**src/hdl/src_over_pixel_blend_top_defines.svh**
```systemverilog
// ----------------------------------------------------------------------------
// Source-over pixel blend: assertion macros
// Clocked, reset-qualified property wrappers used by the top-level module's assertions.
// ----------------------------------------------------------------------------
`ifndef SRC_OVER_PIXEL_BLEND_TOP_DEFINES_SVH
`define SRC_OVER_PIXEL_BLEND_TOP_DEFINES_SVH

// Same-cycle implication on i_clk, disabled while i_rst_n is low
`define SPB_ASSERT_IMP(lbl, ante, cons, msg) \
    lbl: assert property (@(posedge i_clk) disable iff (!i_rst_n) (ante) |-> (cons)) \
        else $error(msg);

// Next-cycle implication on i_clk, disabled while i_rst_n is low
`define SPB_ASSERT_NXT(lbl, ante, cons, msg) \
    lbl: assert property (@(posedge i_clk) disable iff (!i_rst_n) (ante) |=> (cons)) \
        else $error(msg);

`endif

```
**src/hdl/spb_pkg.sv**
```systemverilog
// ----------------------------------------------------------------------------
// Source-over pixel blend package
// Widths, constants, register codes and pipeline stage types.
// ----------------------------------------------------------------------------
package spb_pkg;

    localparam int unsigned ChanW    = 8;
    localparam int unsigned CovW     = 9;
    localparam int unsigned PosW     = 16;
    localparam int unsigned DimW     = 15;
    localparam int unsigned DenW     = 16;
    localparam int unsigned ProdW    = 16;
    localparam int unsigned RemW     = 24;
    localparam int unsigned QuotBits = 8;
    localparam int unsigned NumChan  = 3;
    localparam int unsigned ApbAddrW = 3;
    localparam int unsigned ApbDataW = 32;

    localparam int unsigned ChRed   = 0;
    localparam int unsigned ChGreen = 1;
    localparam int unsigned ChBlue  = 2;

    localparam logic [ChanW-1:0] MaxChannel = 8'd255;
    localparam logic [DimW-1:0]  DimReset   = 15'd1024;

    // floor(d / 255) == (d * 0x8081) >> 23 for every d below 2**16
    localparam logic [31:0]      RecipMul   = 32'h0000_8081;
    localparam int unsigned      RecipShift = 23;

    typedef enum logic {
        RegImgWidth  = 1'b0,
        RegImgHeight = 1'b1
    } t_reg;

    typedef logic [NumChan-1:0][ChanW-1:0] t_rgb;
    typedef logic [NumChan-1:0][ProdW-1:0] t_prod;
    typedef logic [NumChan-1:0][RemW-1:0]  t_rem;

    // bounds check and coverage scaling done
    typedef struct packed {
        logic             we;
        logic [ChanW-1:0] sa;
        t_rgb             src;
        t_rgb             dst;
        logic [ChanW-1:0] da;
    } t_s0;

    // products and denominator done
    typedef struct packed {
        logic             we;
        logic             pass_dst;
        logic [ChanW-1:0] inv;
        logic [DenW-1:0]  den;
        t_prod            ps;
        t_prod            pd;
        t_rgb             dst;
        logic [ChanW-1:0] da;
    } t_s1;

    // divider lane state, one per step
    typedef struct packed {
        logic             we;
        logic             pass_dst;
        logic [DenW-1:0]  den;
        logic [ChanW-1:0] alpha;
        t_rem             rem;
        t_rgb             quo;
        t_rgb             dst;
        logic [ChanW-1:0] da;
    } t_dv;

    typedef struct packed {
        logic             we;
        t_rgb             rgb;
        logic [ChanW-1:0] alpha;
    } t_res;

endpackage

```
**src/hdl/spb_pix_if.sv**
```systemverilog
// ----------------------------------------------------------------------------
// Pixel request channel
// Valid/ready channel carrying one pixel write request per word.
// ----------------------------------------------------------------------------
interface spb_pix_if;
    logic                                valid;
    logic                                ready;
    logic signed [spb_pkg::PosW-1:0]     pos_x;
    logic signed [spb_pkg::PosW-1:0]     pos_y;
    logic        [spb_pkg::ChanW-1:0]    dst_red;
    logic        [spb_pkg::ChanW-1:0]    dst_green;
    logic        [spb_pkg::ChanW-1:0]    dst_blue;
    logic        [spb_pkg::ChanW-1:0]    dst_alpha;
    logic        [spb_pkg::ChanW-1:0]    src_red;
    logic        [spb_pkg::ChanW-1:0]    src_green;
    logic        [spb_pkg::ChanW-1:0]    src_blue;
    logic        [spb_pkg::ChanW-1:0]    src_alpha;
    logic        [spb_pkg::CovW-1:0]     coverage;

    modport source (
        output valid, pos_x, pos_y, dst_red, dst_green, dst_blue, dst_alpha,
               src_red, src_green, src_blue, src_alpha, coverage,
        input  ready
    );

    modport sink (
        input  valid, pos_x, pos_y, dst_red, dst_green, dst_blue, dst_alpha,
               src_red, src_green, src_blue, src_alpha, coverage,
        output ready
    );
endinterface

```
**src/hdl/spb_res_if.sv**
```systemverilog
// ----------------------------------------------------------------------------
// Blend result channel
// Valid/ready channel carrying one blended pixel per word.
// ----------------------------------------------------------------------------
interface spb_res_if;
    logic                         valid;
    logic                         ready;
    logic                         write_enable;
    logic [spb_pkg::ChanW-1:0]    out_red;
    logic [spb_pkg::ChanW-1:0]    out_green;
    logic [spb_pkg::ChanW-1:0]    out_blue;
    logic [spb_pkg::ChanW-1:0]    out_alpha;

    modport source (
        output valid, write_enable, out_red, out_green, out_blue, out_alpha,
        input  ready
    );

    modport sink (
        input  valid, write_enable, out_red, out_green, out_blue, out_alpha,
        output ready
    );
endinterface

```
**src/hdl/src_over_pixel_blend_top.sv**
```systemverilog
// Throughput: one word per cycle; a stage holds only where the next one is full and cannot move on.
// Depth: bounds/coverage, products, numerator, eight restoring divide steps
//   (one quotient bit per stage, all three color lanes side by side), output.
// Reset: clears every stage valid and the output valid; width and height go to 1024.
// ----------------------------------------------------------------------------
// Source-over pixel blend, top level
// Bounds check, coverage scaling and exact integer source-over compositing.
// ----------------------------------------------------------------------------
`include "src_over_pixel_blend_top_defines.svh"

module src_over_pixel_blend_top (
    input  logic                          i_clk,
    input  logic                          i_rst_n,
    spb_pix_if.sink                       i_px,
    spb_res_if.source                     o_res,
    input  logic                          psel,
    input  logic                          penable,
    input  logic                          pwrite,
    input  logic [spb_pkg::ApbAddrW-1:0]  paddr,
    input  logic [spb_pkg::ApbDataW-1:0]  pwdata,
    output logic [spb_pkg::ApbDataW-1:0]  prdata,
    output logic                          pready
);

    // ------------------------------------------------------------------
    // Configuration registers
    // ------------------------------------------------------------------
    logic [spb_pkg::DimW-1:0] r_width;
    logic [spb_pkg::DimW-1:0] r_height;
    spb_pkg::t_reg            w_reg;

    assign pready = 1'b1;
    assign w_reg  = spb_pkg::t_reg'(paddr[spb_pkg::ApbAddrW-1]);

    always_ff @(posedge i_clk) begin
        if (!i_rst_n) begin
            r_width  <= spb_pkg::DimReset;
            r_height <= spb_pkg::DimReset;
        end else if (psel && penable && pwrite && pready) begin
            case (w_reg)
                spb_pkg::RegImgWidth:  r_width  <= pwdata[spb_pkg::DimW-1:0];
                spb_pkg::RegImgHeight: r_height <= pwdata[spb_pkg::DimW-1:0];
                default: ;
            endcase
        end
    end

    always_comb begin
        case (w_reg)
            spb_pkg::RegImgWidth:  prdata = spb_pkg::ApbDataW'(r_width);
            spb_pkg::RegImgHeight: prdata = spb_pkg::ApbDataW'(r_height);
            default:               prdata = '0;
        endcase
    end

    // ------------------------------------------------------------------
    // Stage valids and advance chain
    // ------------------------------------------------------------------
    logic                        r_v_s0;
    logic                        r_v_s1;
    logic [spb_pkg::QuotBits:0]  r_v_dv;
    logic                        r_ov;

    logic                        w_adv_s0;
    logic                        w_adv_s1;
    logic [spb_pkg::QuotBits:0]  w_adv_dv;
    logic                        w_adv_o;

    // a stage may load when it is empty or its word moves on this cycle
    always_comb begin
        w_adv_o = !r_ov || o_res.ready;
        w_adv_dv[spb_pkg::QuotBits] = !r_v_dv[spb_pkg::QuotBits] || w_adv_o;
        for (int k = spb_pkg::QuotBits - 1; k >= 0; k--) begin
            w_adv_dv[k] = !r_v_dv[k] || w_adv_dv[k+1];
        end
        w_adv_s1 = !r_v_s1 || w_adv_dv[0];
        w_adv_s0 = !r_v_s0 || w_adv_s1;
    end

    assign i_px.ready = w_adv_s0;

    always_ff @(posedge i_clk) begin
        if (!i_rst_n) begin
            r_v_s0 <= 1'b0;
            r_v_s1 <= 1'b0;
            r_v_dv <= '0;
            r_ov   <= 1'b0;
        end else begin
            if (w_adv_s0) begin
                r_v_s0 <= i_px.valid;
            end
            if (w_adv_s1) begin
                r_v_s1 <= r_v_s0;
            end
            if (w_adv_dv[0]) begin
                r_v_dv[0] <= r_v_s1;
            end
            for (int k = 1; k <= spb_pkg::QuotBits; k++) begin
                if (w_adv_dv[k]) begin
                    r_v_dv[k] <= r_v_dv[k-1];
                end
            end
            if (w_adv_o) begin
                r_ov <= r_v_dv[spb_pkg::QuotBits];
            end
        end
    end

    // ------------------------------------------------------------------
    // Stage 0: bounds check, coverage scaling of source alpha
    // ------------------------------------------------------------------
    spb_pkg::t_s0              r_s0;
    spb_pkg::t_s0              n_s0;
    logic                      w_inside;
    logic [spb_pkg::ProdW-1:0] w_cov_prod;

    always_comb begin
        w_inside = !i_px.pos_x[spb_pkg::PosW-1] && !i_px.pos_y[spb_pkg::PosW-1] &&
                   (i_px.pos_x[spb_pkg::DimW-1:0] < r_width) &&
                   (i_px.pos_y[spb_pkg::DimW-1:0] < r_height);
        w_cov_prod = i_px.src_alpha * i_px.coverage[spb_pkg::ChanW-1:0];

        n_s0.we = w_inside && (i_px.coverage != '0);
        // full coverage and above keep the paint alpha; otherwise truncate the Q8 scale
        n_s0.sa = i_px.coverage[spb_pkg::CovW-1] ? i_px.src_alpha
                : w_cov_prod[spb_pkg::ProdW-1 -: spb_pkg::ChanW];
        n_s0.src[spb_pkg::ChRed]   = i_px.src_red;
        n_s0.src[spb_pkg::ChGreen] = i_px.src_green;
        n_s0.src[spb_pkg::ChBlue]  = i_px.src_blue;
        n_s0.dst[spb_pkg::ChRed]   = i_px.dst_red;
        n_s0.dst[spb_pkg::ChGreen] = i_px.dst_green;
        n_s0.dst[spb_pkg::ChBlue]  = i_px.dst_blue;
        n_s0.da = i_px.dst_alpha;
    end

    // ------------------------------------------------------------------
    // Stage 1: per-lane products and the shared denominator
    // ------------------------------------------------------------------
    spb_pkg::t_s1 r_s1;
    spb_pkg::t_s1 n_s1;

    always_comb begin
        n_s1.we       = r_s0.we;
        n_s1.pass_dst = (r_s0.sa == '0);
        n_s1.inv      = spb_pkg::MaxChannel - r_s0.sa;
        // sa*255 + da*(255-sa), never above 255*255
        n_s1.den      = ({r_s0.sa, {spb_pkg::ChanW{1'b0}}} - spb_pkg::DenW'(r_s0.sa)) +
                        r_s0.da * n_s1.inv;
        for (int c = 0; c < spb_pkg::NumChan; c++) begin
            n_s1.ps[c] = r_s0.src[c] * r_s0.sa;
            n_s1.pd[c] = r_s0.dst[c] * r_s0.da;
        end
        n_s1.dst = r_s0.dst;
        n_s1.da  = r_s0.da;
    end

    // ------------------------------------------------------------------
    // Stage 2 (divider entry) and the restoring divide steps
    // ------------------------------------------------------------------
    spb_pkg::t_dv              r_dv [spb_pkg::QuotBits+1];
    spb_pkg::t_dv              n_dv [spb_pkg::QuotBits+1];
    logic [31:0]               w_alpha_prod;
    logic [spb_pkg::RemW-1:0]  w_trial;
    logic                      w_ge;

    always_comb begin
        w_alpha_prod = spb_pkg::RemW'(r_s1.den) * spb_pkg::RecipMul;
        w_trial      = '0;
        w_ge         = 1'b0;

        n_dv[0].we       = r_s1.we;
        n_dv[0].pass_dst = r_s1.pass_dst;
        n_dv[0].den      = r_s1.den;
        n_dv[0].alpha    = w_alpha_prod[spb_pkg::RecipShift +: spb_pkg::ChanW];
        n_dv[0].quo      = '0;
        n_dv[0].dst      = r_s1.dst;
        n_dv[0].da       = r_s1.da;
        // numerator s*sa*255 + d*da*(255-sa)
        for (int c = 0; c < spb_pkg::NumChan; c++) begin
            n_dv[0].rem[c] = ({r_s1.ps[c], {spb_pkg::ChanW{1'b0}}} -
                              spb_pkg::RemW'(r_s1.ps[c])) +
                             spb_pkg::RemW'(r_s1.pd[c]) * spb_pkg::RemW'(r_s1.inv);
        end

        // one quotient bit per step, MSB first, shifted into the lane
        for (int k = 0; k < spb_pkg::QuotBits; k++) begin
            n_dv[k+1] = r_dv[k];
            for (int c = 0; c < spb_pkg::NumChan; c++) begin
                w_trial = spb_pkg::RemW'(r_dv[k].den) << (spb_pkg::QuotBits - 1 - k);
                w_ge    = (r_dv[k].rem[c] >= w_trial);
                if (w_ge) begin
                    n_dv[k+1].rem[c] = r_dv[k].rem[c] - w_trial;
                end
                n_dv[k+1].quo[c] = {r_dv[k].quo[c][spb_pkg::ChanW-2:0], w_ge};
            end
        end
    end

    // ------------------------------------------------------------------
    // Output register: zero the pixel of disabled words, pass destination on zero alpha
    // ------------------------------------------------------------------
    spb_pkg::t_res r_o;
    spb_pkg::t_res n_o;

    always_comb begin
        n_o.we    = r_dv[spb_pkg::QuotBits].we;
        n_o.rgb   = r_dv[spb_pkg::QuotBits].quo;
        n_o.alpha = r_dv[spb_pkg::QuotBits].alpha;
        if (!r_dv[spb_pkg::QuotBits].we) begin
            n_o.rgb   = '0;
            n_o.alpha = '0;
        end else if (r_dv[spb_pkg::QuotBits].pass_dst) begin
            n_o.rgb   = r_dv[spb_pkg::QuotBits].dst;
            n_o.alpha = r_dv[spb_pkg::QuotBits].da;
        end
    end

    always_ff @(posedge i_clk) begin
        if (w_adv_s0) begin
            r_s0 <= n_s0;
        end
        if (w_adv_s1) begin
            r_s1 <= n_s1;
        end
        for (int k = 0; k <= spb_pkg::QuotBits; k++) begin
            if (w_adv_dv[k]) begin
                r_dv[k] <= n_dv[k];
            end
        end
        if (w_adv_o) begin
            r_o <= n_o;
        end
    end

    assign o_res.valid        = r_ov;
    assign o_res.write_enable = r_o.we;
    assign o_res.out_red      = r_o.rgb[spb_pkg::ChRed];
    assign o_res.out_green    = r_o.rgb[spb_pkg::ChGreen];
    assign o_res.out_blue     = r_o.rgb[spb_pkg::ChBlue];
    assign o_res.out_alpha    = r_o.alpha;

    // ------------------------------------------------------------------
    // Assertions
    // ------------------------------------------------------------------
    `SPB_ASSERT_IMP(a_ready_when_drained, !r_ov, i_px.ready, "input held off with an empty output register")
    `SPB_ASSERT_NXT(a_stalled_word_kept, r_v_dv[spb_pkg::QuotBits] && !w_adv_dv[spb_pkg::QuotBits], r_v_dv[spb_pkg::QuotBits], "stalled divider word lost")
    `SPB_ASSERT_IMP(a_rem_below_den, r_v_dv[spb_pkg::QuotBits] && r_dv[spb_pkg::QuotBits].we && !r_dv[spb_pkg::QuotBits].pass_dst, (r_dv[spb_pkg::QuotBits].rem[spb_pkg::ChRed] < r_dv[spb_pkg::QuotBits].den) && (r_dv[spb_pkg::QuotBits].rem[spb_pkg::ChGreen] < r_dv[spb_pkg::QuotBits].den) && (r_dv[spb_pkg::QuotBits].rem[spb_pkg::ChBlue] < r_dv[spb_pkg::QuotBits].den), "divider remainder not below denominator")
    `SPB_ASSERT_IMP(a_no_write_zero, o_res.valid && !o_res.write_enable, (o_res.out_red == '0) && (o_res.out_green == '0) && (o_res.out_blue == '0) && (o_res.out_alpha == '0), "disabled word carries nonzero pixel")

endmodule
```
**src/flat_wrapper.sv**
```systemverilog
// flat-port wrapper written by rule: the top's interface ports become plain ports
module src_over_pixel_blend_top_flat 
  (i_clk, i_rst_n, psel, penable, pwrite, paddr, pwdata, prdata, pready, i_px_valid, i_px_pos_x, i_px_pos_y, i_px_dst_red, i_px_dst_green, i_px_dst_blue, i_px_dst_alpha, i_px_src_red, i_px_src_green, i_px_src_blue, i_px_src_alpha, i_px_coverage, i_px_ready, o_res_valid, o_res_write_enable, o_res_out_red, o_res_out_green, o_res_out_blue, o_res_out_alpha, o_res_ready);
  spb_pix_if i_px_i ();
  spb_res_if o_res_i ();
  input  logic i_clk;
  input  logic i_rst_n;
  input  logic psel;
  input  logic penable;
  input  logic pwrite;
  input  logic [spb_pkg::ApbAddrW-1:0] paddr;
  input  logic [spb_pkg::ApbDataW-1:0] pwdata;
  output logic [spb_pkg::ApbDataW-1:0] prdata;
  output logic pready;
  input wire logic [$bits(i_px_i.valid)-1:0] i_px_valid;
  input wire logic [$bits(i_px_i.pos_x)-1:0] i_px_pos_x;
  input wire logic [$bits(i_px_i.pos_y)-1:0] i_px_pos_y;
  input wire logic [$bits(i_px_i.dst_red)-1:0] i_px_dst_red;
  input wire logic [$bits(i_px_i.dst_green)-1:0] i_px_dst_green;
  input wire logic [$bits(i_px_i.dst_blue)-1:0] i_px_dst_blue;
  input wire logic [$bits(i_px_i.dst_alpha)-1:0] i_px_dst_alpha;
  input wire logic [$bits(i_px_i.src_red)-1:0] i_px_src_red;
  input wire logic [$bits(i_px_i.src_green)-1:0] i_px_src_green;
  input wire logic [$bits(i_px_i.src_blue)-1:0] i_px_src_blue;
  input wire logic [$bits(i_px_i.src_alpha)-1:0] i_px_src_alpha;
  input wire logic [$bits(i_px_i.coverage)-1:0] i_px_coverage;
  output wire logic [$bits(i_px_i.ready)-1:0] i_px_ready;
  output wire logic [$bits(o_res_i.valid)-1:0] o_res_valid;
  output wire logic [$bits(o_res_i.write_enable)-1:0] o_res_write_enable;
  output wire logic [$bits(o_res_i.out_red)-1:0] o_res_out_red;
  output wire logic [$bits(o_res_i.out_green)-1:0] o_res_out_green;
  output wire logic [$bits(o_res_i.out_blue)-1:0] o_res_out_blue;
  output wire logic [$bits(o_res_i.out_alpha)-1:0] o_res_out_alpha;
  input wire logic [$bits(o_res_i.ready)-1:0] o_res_ready;
  assign i_px_i.valid = i_px_valid;
  assign i_px_i.pos_x = i_px_pos_x;
  assign i_px_i.pos_y = i_px_pos_y;
  assign i_px_i.dst_red = i_px_dst_red;
  assign i_px_i.dst_green = i_px_dst_green;
  assign i_px_i.dst_blue = i_px_dst_blue;
  assign i_px_i.dst_alpha = i_px_dst_alpha;
  assign i_px_i.src_red = i_px_src_red;
  assign i_px_i.src_green = i_px_src_green;
  assign i_px_i.src_blue = i_px_src_blue;
  assign i_px_i.src_alpha = i_px_src_alpha;
  assign i_px_i.coverage = i_px_coverage;
  assign i_px_ready = i_px_i.ready;
  assign o_res_valid = o_res_i.valid;
  assign o_res_write_enable = o_res_i.write_enable;
  assign o_res_out_red = o_res_i.out_red;
  assign o_res_out_green = o_res_i.out_green;
  assign o_res_out_blue = o_res_i.out_blue;
  assign o_res_out_alpha = o_res_i.out_alpha;
  assign o_res_i.ready = o_res_ready;
  src_over_pixel_blend_top u_core (.i_clk(i_clk), .i_rst_n(i_rst_n), .i_px(i_px_i), .o_res(o_res_i), .psel(psel), .penable(penable), .pwrite(pwrite), .paddr(paddr), .pwdata(pwdata), .prdata(prdata), .pready(pready));
endmodule
```
**config.mk**
```make
export PLATFORM = sky130hd
export DESIGN_NAME = src_over_pixel_blend_top_flat
export DESIGN_NICKNAME = d
export VERILOG_FILES = /design/src/hdl/spb_pkg.sv /design/src/hdl/spb_pix_if.sv /design/src/hdl/spb_res_if.sv /design/src/hdl/src_over_pixel_blend_top.sv /design/src/flat_wrapper.sv
export VERILOG_INCLUDE_DIRS = /design/src /design/src/hdl
export SDC_FILE = /design/constraint.sdc
export NUM_CORES = 2
export LEC_CHECK = 0
export BUFFER_PORTS_ARGS = -buffer_cell sky130_fd_sc_hd__buf_2
export CORE_ASPECT_RATIO = 1.25
export CORE_MARGIN = 4
export CORE_UTILIZATION = 43
export CTS_BUF_LIST = sky130_fd_sc_hd__clkbuf_2 sky130_fd_sc_hd__clkbuf_4 sky130_fd_sc_hd__clkbuf_8
export DETAILED_ROUTE_END_ITERATION = 16
export PLACE_DENSITY = 0.57
export SLEW_MARGIN = 20
export SYNTH_ARGS = -nofsm -noshare
export SYNTH_HDL_FRONTEND = slang
export SYNTH_SLANG_ARGS = --single-unit
```
**constraint.sdc**
```tcl
create_clock -name i_clk -period 7.5 [get_ports i_clk]
set_input_delay 0.75 -clock i_clk [delete_from_list [all_inputs] [get_ports i_clk]]
set_output_delay 0.75 -clock i_clk [all_outputs]
set_load 0.02 [all_outputs]
```
==> metrics.yaml <==
logic_synthesis:
  synth-async-reset-ratio: 0
  synth-simple-area-share: 0.120
  synth_area_leaders: "edfxtp_1 (43%), fa_1 (13%), ha_1 (12%), inv_1 (4.1%), nand2_1 (3.3%)"
  synth_compound_area_frac: 0.0902
  synth-seq-cells: 1484
  synthFlopType: "edfxtp_1"
  synth_cell_types: 98
  avgSynthCellArea_um2: 11.4
  synth_top_area_share: 0.430
  yosysMostFrequentCell: "edfxtp_1"
  synth.cell_area_um2: 101000
  synth_cells: 8859
  synthMuxAreaShare: 0.0130
  synth_top_area_cell: "edfxtp_1"
  synth_xor_area_frac: 0.0414
  yosys_warnings: 0
  synth_top_family_by_area: "adder cells"
  synth_edf_count: 1442
  ys_seq_area_frac: 0.438
  synthAdderAreaFrac: 0.248
  netlist_top_cells_count: "edfxtp_1 (1442), inv_1 (1092), ha_1 (943)"
die:
  die_w_um: 441
  die_y_um: 549
  initial_core_util: 0.433
  rows: 198
  ios: 215
  die_area_um2: 242000
  coreArea_um2: 233000
clock_network:
  cts_tree: "done"
  cts_htree_levels: 4
  insertion_delay_ns: 1.03
  path_clk_slew_ns: 0.06
  clockBufferDepth: 4
  cts_setup_buffers: 0
  cts_sinks: 1484
  cts_made_buffers: 245
  ctsRootBufferMaster: "clkbuf_8"
worst_setup_path:
  crit_required_ns: 8.15
  slowest_delay_ns: 1.07
  crit_chain: "buf_4, nand2_1, fa_1, inv_1, fa_1, inv_1, fa_1, inv_1, fa_1, ha_1, ha_1, o21ai_0, a221oi_1, o21ai_1, a211oi_1, nor3_1, o21ai_1, a311oi_1, o21bai_1, xor2_1"
  cp_slowest_cell: "edfxtp_1"
  critPathMaxFanout: 25
  cp-end-kind: "flop"
  cp_common_cell: "fa_1"
  crit_arrival_ns: 7.30
  cp-start-kind: "flop"
  path_class: "reg2reg"
timing:
  setup_viol: 0
  skew_ns: 0.130
  relSlewSlack: 0.255
  grt_setup_unrepaired: "no"
  drv_slew: 0
  min_period_over_period: 0.888
  fin_setup_tns_ns: 0
  final-hold-violation-count: 0
  max_freq_ghz: 0.150
  fin_crit_ns: 6.66
  tightest_slew_ns: 1.12
route:
  wirelength_mm: 254
  drtIter0Drc: 3006
  ant_nets: 0
  viasPerCell: 5.16
  num_vias: 64700
  avgRoutedWirePerCell_um: 20.3
  dr.pass1.iters: 6
  drc: 0
final_layout:
  drive_above_1_share: 0.0848
  area_delta_synth_final_pct: 10.5
  nNetsFinal: 11000
min_path:
  hold_path_class: "in2reg"
global_route:
  antenna_found_initial: 4
  grt_pass1_wl_mm: 392
  grt_pass1_vias: 68200
  track_usage: 0.211
  grt_max_degree: 140
  overflow: 0
flow_run:
  cap_violations: 0
place:
  gp_congestion: 0.915
  dp_hpwl_mm: 201
  port_buffers: 177
run_status:
  status: "finished clean"
[flip-flops by register name (all words and copies together) (netlist names), 8 cells and up]
register,cells
u_core.o_res.out_blue,8
u_core.r_s1,104
u_core.o_res.out_red,8
u_core.n_dv,50
u_core.r_v_dv,9
u_core.o_res.out_green,8
u_core.o_res.out_alpha,8
u_core.r_width,15
u_core.r_dv,1190
u_core.n_s1,33
u_core.r_height,15
u_core.r_s0,32
[metal layers]
| metal | part of all wire | GRT usage | vias up |
|---|---|---|---|
| met5 | 0 | 0 | - |
| met4 | 0.078 | 0.139 | 0 |
| met3 | 0.027 | 0.0224 | 517 |
| met2 | 0.52 | 0.386 | 1096 |
| met1 | 0.38 | 0.230 | 31700 |
| li1 | - | - | 31400 |
[cell usage in the layout, fill, tap and decap left out, types with 61 or more instances in the layout]
cell type / instances
xnor2_1: 301
xor2_1: 175
fa_1: 659
edfxtp_1: 1442
ha_1: 943
a21oi_1: 384
and2_1: 452
nor3_1: 119
buf_2: 177
nand4_1: 63
inv_1: 1085
nand2b_1: 85
nor2b_1: 144
o21ai_0: 341
nand3_1: 91
a21o_1: 178
nor2_1: 398
buf_4: 62
o21a_1: 72
dlygate4sd3_1: 69
nand2_1: 879
mux2_2: 65
a21boi_0: 61
clkbuf_8: 250
[repair_timing]
action,in CTS,in global routing
hold endpoints to repair,77,0
gates resized for setup,0,0
hold buffers,69,0
[area by class of cell]
class,instances,area [µm²]
Sequential cell,1484,44100
Timing Repair Buffer,320,2290
Clock buffer,308,3880
Multi-Input combinational cell,6091,51800
Antenna cell,9,22.5
Tap cell,3100,3880
Clock inverter,133,1220
Fill cell,21100,122000
Inverter,1097,4140
[stage by stage]
step | hold slack, ns | setup slack [ns] | instances | utilization | instance area [µm²]
global placement | 0.401 | 0.994 | 12000 | 0.453 | 105000
global route | 0.0434 | 0.504 | 12500 | 0.478 | 111000
detailed placement | 0.405 | 0.977 | 12000 | 0.453 | 106000
CTS | 0.00327 | 0.836 | 12500 | 0.478 | 111000
floorplan | 0.400 | 0.610 | 8876 | - | 101000
finish | 0.129 | 0.843 | 12500 | 0.478 | 111000
[worst paths after layout]
check,from,end,slack [ns],cells past startpoint
worst max-delay path,u_core.r_s1[144]$_DFFE_PP_,u_core.r_dv[0][102]$_DFFE_PP_,0.84,20
worst min-delay path,pwdata[2],u_core.r_height[2]$_SDFFE_PN0P_,0.13,3
worst max register to register,u_core.r_s1[144]$_DFFE_PP_,u_core.r_dv[0][102]$_DFFE_PP_,0.84,20
worst min register to register,u_core.r_dv[2][12]$_DFFE_PP_,u_core.r_dv[3][12]$_DFFE_PP_,0.35,0
[critical path, delay by kind of cell, from the launching register on]
family,cells,cell delay [ns]
compound gates,7,1.67
flops,1,1.07
fa+ha+maj,6,2.63
xor+xnor,1,0.11
buf+inv,4,0.55
simple gates,2,0.25
[kinds of logic after synthesis]
family	count (synthesis)
other	2
adder cells (fa/ha/maj)	1602
AO/OA/AOI/OAI	1417
XOR/XNOR	476
buffers and inverters	1301
multiplexers	122
flip-flops	1484
AND/OR/NAND/NOR	2455
Power is left out: the tool's default activity adds up to more than one toggle a clock period on the data nets, which glitch-free logic cannot reach.
